## config.mk

```make
export PLATFORM = sky130hd
export DESIGN_NAME = vr2d_div
export DESIGN_NICKNAME = d
export VERILOG_FILES = /design/src/rtl/vr2d_pkg.sv /design/src/rtl/vr2d_div.sv
export SDC_FILE = /design/constraint.sdc
export NUM_CORES = 2
export LEC_CHECK = 0
export BUFFER_PORTS_ARGS = -buffer_cell sky130_fd_sc_hd__buf_2
export CORE_MARGIN = 3
export CORE_UTILIZATION = 25
export DETAILED_ROUTE_END_ITERATION = 16
export PLACE_DENSITY_LB_ADDON = 0.25
export SETUP_SLACK_MARGIN = 0.1
export SLEW_MARGIN = 25
export SYNTH_ARGS = -nofsm -noshare
export SYNTH_HDL_FRONTEND = slang
export SYNTH_SLANG_ARGS = --single-unit
```

## constraint.sdc

```tcl
create_clock -name clock -period 3.26 [get_ports clock]
set_input_delay 0.489 -clock clock [delete_from_list [all_inputs] [get_ports clock]]
set_output_delay 0.489 -clock clock [all_outputs]
set_load 0.1 [all_outputs]
```

## src/rtl/vr2d_pkg.sv

```systemverilog
// Shared widths and payload types for the 2D vector reflection block.
// Used by vr2d_front, vr2d_div and vector_reflection_2d.
package vr2d_pkg;

   localparam int DW        = 16;            // field width, signed Q8.8
   localparam int PROD_W    = 2 * DW;        // one signed product
   localparam int DOT_W     = PROD_W + 1;    // sum of two products
   localparam int DMAG_W    = PROD_W;        // magnitude of the dot product
   localparam int DD_W      = PROD_W;        // squared length of the normal
   localparam int NUM_W     = DMAG_W + DW;   // numerator 2*|dot|*|n|
   localparam int QW        = DW + 2;        // quotient bits, |q| <= 2*|v|
   localparam int DIV_STEPS = QW;            // one quotient bit per stage
   localparam int RES_W     = DW + 4;        // headroom for v - q

   typedef struct packed {
      logic signed [DW-1:0] vel_x;
      logic signed [DW-1:0] vel_y;
      logic                 neg_x;   // sign of the x quotient term
      logic                 neg_y;   // sign of the y quotient term
      logic                 degen;   // normal is zero
   } side_type;

   typedef struct packed {
      logic              valid;
      side_type          side;
      logic [NUM_W-1:0]  num_x;
      logic [NUM_W-1:0]  num_y;
      logic [DD_W-1:0]   dd;
   } front_type;

endpackage

```

## src/rtl/vr2d_div.sv

```systemverilog
// Pipelined restoring divider, one quotient bit per register stage.
// The quotient is known to fit in QW bits. Uses vr2d_pkg.
module vr2d_div
   import vr2d_pkg::*;
(
   input  logic             clock,
   input  logic             enable,
   input  logic [NUM_W-1:0] num,
   input  logic [DD_W-1:0]  den,
   output logic [QW-1:0]    quot
);

   logic [DD_W-1:0] rem_ff [DIV_STEPS];
   logic [QW-1:0]   low_ff [DIV_STEPS];
   logic [DD_W-1:0] den_ff [DIV_STEPS];
   logic [QW-1:0]   q_ff   [DIV_STEPS];

   for (genvar s = 0; s < DIV_STEPS; s++) begin : g_step
      logic [DD_W-1:0] rem_prev;
      logic [QW-1:0]   low_prev;
      logic [DD_W-1:0] den_prev;
      logic [QW-1:0]   q_prev;
      logic [DD_W:0]   trial;
      logic            fits;
      logic [DD_W-1:0] rem_in;
      logic [QW-1:0]   q_in;

      if (s == 0) begin : g_first
         // The upper numerator bits are below the divisor since q < 2^QW.
         assign rem_prev = DD_W'(num[NUM_W-1:QW]);
         assign low_prev = num[QW-1:0];
         assign den_prev = den;
         assign q_prev   = '0;
      end else begin : g_next
         assign rem_prev = rem_ff[s-1];
         assign low_prev = low_ff[s-1];
         assign den_prev = den_ff[s-1];
         assign q_prev   = q_ff[s-1];
      end

      always_comb begin
         trial  = {rem_prev, low_prev[QW-1-s]};
         fits   = (trial >= {1'b0, den_prev});
         rem_in = fits ? DD_W'(trial - {1'b0, den_prev}) : DD_W'(trial);
         q_in   = q_prev;
         q_in[QW-1-s] = fits;
      end

      always_ff @(posedge clock) begin
         if (enable) begin
            rem_ff[s] <= rem_in;
            low_ff[s] <= low_prev;
            den_ff[s] <= den_prev;
            q_ff[s]   <= q_in;
         end
      end
   end

   assign quot = q_ff[DIV_STEPS-1];

endmodule

```

==> impl_metrics.toml <==
[cts]
htreeDepth = 4
clk_pin_slew_worst_paths_ns = 0.05
cts-root-buf = "clkbuf_16"
clockBufferDepth = 4
numCtsBuffers = 181
cts.sinks = 1412
cts_tree = "built"
clock_latency_ns = 0.84

[logic_synthesis]
ys_seq_area_frac = 0.545
yosysTopAreaCell = "edfxtp_1"
yosys-top-cells-area = "edfxtp_1 (54%), ha_1 (9.2%), a21oi_1 (3.7%)"
ys.flop_type = "edfxtp_1"
yosysWarningCount = 0
synth_area_um2 = 77800
synth.most_common_cell = "edfxtp_1"
ys_top_cells_by_count = "edfxtp_1 (1412), inv_1 (716), a21oi_1 (583), ha_1 (575), nor2_1 (399)"
syn-instance-count = 6696
syn-num-nets = 7370
ys_seq_elements = 1412
yosys.cell_types.count = 101
synth_edf_count = 1412
avgSynthCellArea_um2 = 11.6
synth_top_area_share = 0.545
async_flop_share = 0

[floorplanning]
core-area_um2 = 309000
dieArea_um2 = 318000
rows = 204
initial_utilization = 0.252
die-height_um = 564
num_io_pins = 100
die_w_um = 564

[finish]
stdcell_area_um2 = 105000
area_delta_synth_final_pct = 34.3
fillers = 30365
nets = 8919
drive_gt1_frac = 0.298

[min_path]
whs_path_depth = 1
hp-class = "in -> reg"
whs_endpoint = "q_ff[17][9]$_DFFE_PP_"
hp-start = "enable"

[global_routing]
antenna_found_initial = 2
grt_pass1_vias = 57953
grt_pass1_wl_um = 302000
grt_usage = 0.118
grt_max_degree = 89
overflow = 0

[sta]
finalCritPeriodShare = 1.14
setup_violations = 331
max_freq_ghz = 0.270
hold_viol = 0
slew_viol_final = 0
slew_headroom = 0.474
tns_ns = -49.56
worst_slew_pin_slew_ns = 0.784
rsz0062_at_grt = "yes"
fin_crit_ns = 3.70
finClkSkew_ns = 0.0534
setup_ws_ns = -0.441

[placed_design]
hpwl_um = 141000
dp_worst_setup_slack_ns = -0.585
place_area_um2 = 91900
gp_congestion = 0.985
io_buffers = 99

[drt]
drc = 0
vias = 55356
first_iter_violations = 2298
first_pass_iters = 7
antenna_left = 0
drt_wl_total_um = 196000
via_per_inst = 4.43
avgRoutedWirePerCell_um = 15.7

[setup_path]
reg2reg_depth = 15
cp.required_ns = 3.80
cp_max_fo = 6
endpoint_kind = "flop"
rrSetupSlack_ns = -0.44
crit_type = "reg -> reg"
reg2reg_to = "rem_ff[2][25]$_DFFE_PP_"
rr_startpoint = "den_ff[1][1]$_DFFE_PP_"
worstSetupStartpointType = "flop"
critPathArrivalTime_ns = 4.24

[status]
outcome = "complete, but fails checks"
violations = "setup timing"

[power]
vdd.ir_drop.worst_v = 0.000480
power-per-cell-area_nw_per_um2 = 980
p_leak_nw = 43.6

[job]
cap_violations = 0
==> logic make-up after synthesis <==
logic type,share of synthesized area
AOI/OAI and AO/OA,0.145
xor gates and xnor gates,0.0527
adders and majority gates,0.0968
buffers and inverters,0.0427
DFF,0.545
muxes,0.0374
and+or+nand+nor,0.0806
==> cells in the final DEF, fill, tap and decap left out, drive strengths merged, types with 17 or more instances in the layout <==
master | netlist | routed
a21o | 306 | 306
a221oi | 21 | 21
nor2b | 85 | 85
clkbuf | 103 | 241
clkinv | 1 | 75
nand2b | 67 | 67
inv | 716 | 719
a21oi | 585 | 585
o31ai | 40 | 40
o31a | 21 | 21
or3 | 17 | 18
nor2 | 399 | 399
edfxtp | 1412 | 1412
buf | 42 | 1428
dlygate4sd3 | 0 | 68
o21ai | 386 | 386
and3 | 41 | 41
o21bai | 68 | 68
nor3 | 51 | 51
a21boi | 20 | 20
mux2 | 233 | 233
mux2i | 19 | 19
nand2 | 391 | 391
o21a | 68 | 69
a211oi | 38 | 38
fa | 17 | 17
xor2 | 167 | 167
nand3 | 88 | 88
o211ai | 24 | 24
nor4 | 17 | 17
nand4 | 90 | 90
and4 | 20 | 20
ha | 575 | 575
a31oi | 65 | 65
xnor2 | 301 | 301
and2 | 21 | 21
==> power by group <==
group / internal [mW] / switching, mW / total [mW] / leakage, nW
clock network: 10.8 / 7.55 / 18.4 / 2.62
logic: 28.4 / 26.5 / 54.9 / 27.2
registers: 26.6 / 2.59 / 29.2 / 13.8
total: 65.8 / 36.6 / 102 / 43.6
==> flip-flops by register name, summed over array words and instances (netlist names) <==
name    flops
low_ff    153
q_ff      171
den_ff    544
rem_ff    544
==> worst max-delay path, stage by stage, from the launching register on <==
cell and delay, ns:
edfxtp_1 0.42, inv_2 0.09, ha_4 0.20, nor2b_4 0.12, o21ai_2 0.17, a21boi_2 0.10
o31ai_2 0.27, buf_4 0.17, a22oi_2 0.10, a31o_2 0.31, a221oi_4 0.35, o21ai_2 0.13
o31a_4 0.42, buf_12 0.17, buf_16 0.14, mux2_2 0.28
==> area by class of cell <==
cell class,count,area (um2),area share
multi-input cells,4424,35900,0.343
clock inverters,87,626,0.00598
flip-flops and latches,1412,42400,0.405
diodes,4,10.0,0.0000957
repair buffers,1509,13000,0.125
clock buffers,228,4730,0.0452
well taps,4120,5150,0.0493
inverters,717,2720,0.0260
==> how the worst max path moves through the flow <==
stage,startpoint,endpoint,slack (ns),cells past startpoint
floorplan,num[17],rem_ff[0][11]$_DFFE_PP_,-0.02,16
detailed placement,rem_ff[2][3]$_DFFE_PP_,rem_ff[3][0]$_DFFE_PP_,-0.58,12
finish,den_ff[1][1]$_DFFE_PP_,rem_ff[2][25]$_DFFE_PP_,-0.44,15
global placement,num[17],rem_ff[0][30]$_DFFE_PP_,-0.60,17
CTS,den_ff[12][0]$_DFFE_PP_,rem_ff[13][30]$_DFFE_PP_,-0.45,14
global route,rem_ff[10][0]$_DFFE_PP_,rem_ff[11][23]$_DFFE_PP_,-0.51,16
==> through the flow <==
stage	hold slack, ns	util	power, mW	std cells
6_report	0.0826	0.338	102	12501
4_1_cts	0.0111	0.329	99.2	12389
2_1_floorplan	0.400	-	58.0	6696
5_1_grt	0.0394	0.338	109	12501
3_5_place_dp	0.405	0.297	73.9	11864
3_3_place_gp	0.400	0.297	73.3	11864
==> layer usage <==
| metal | up-vias | track usage | wire (um) |
|---|---|---|---|
| li1 | 27702 | - | - |
| met1 | 26198 | 0.116 | 70700 |
| met2 | 907 | 0.229 | 106000 |
| met3 | 547 | 0.0166 | 5410 |
| met4 | 2 | 0.0712 | 13400 |
| met5 | - | 0 | 7 |
==> timing repair <==
item / CTS / global route
resized for setup: 542 / 472
endpoints found under the setup margin: 528 / 547
hold endpoints to repair: 68 / 0
pin swaps: 243 / 216
cloned: 36 / 16
hold buffers: 68 / 0
buffers inserted: 108 / 104
(Power assumes the default switching activity.)
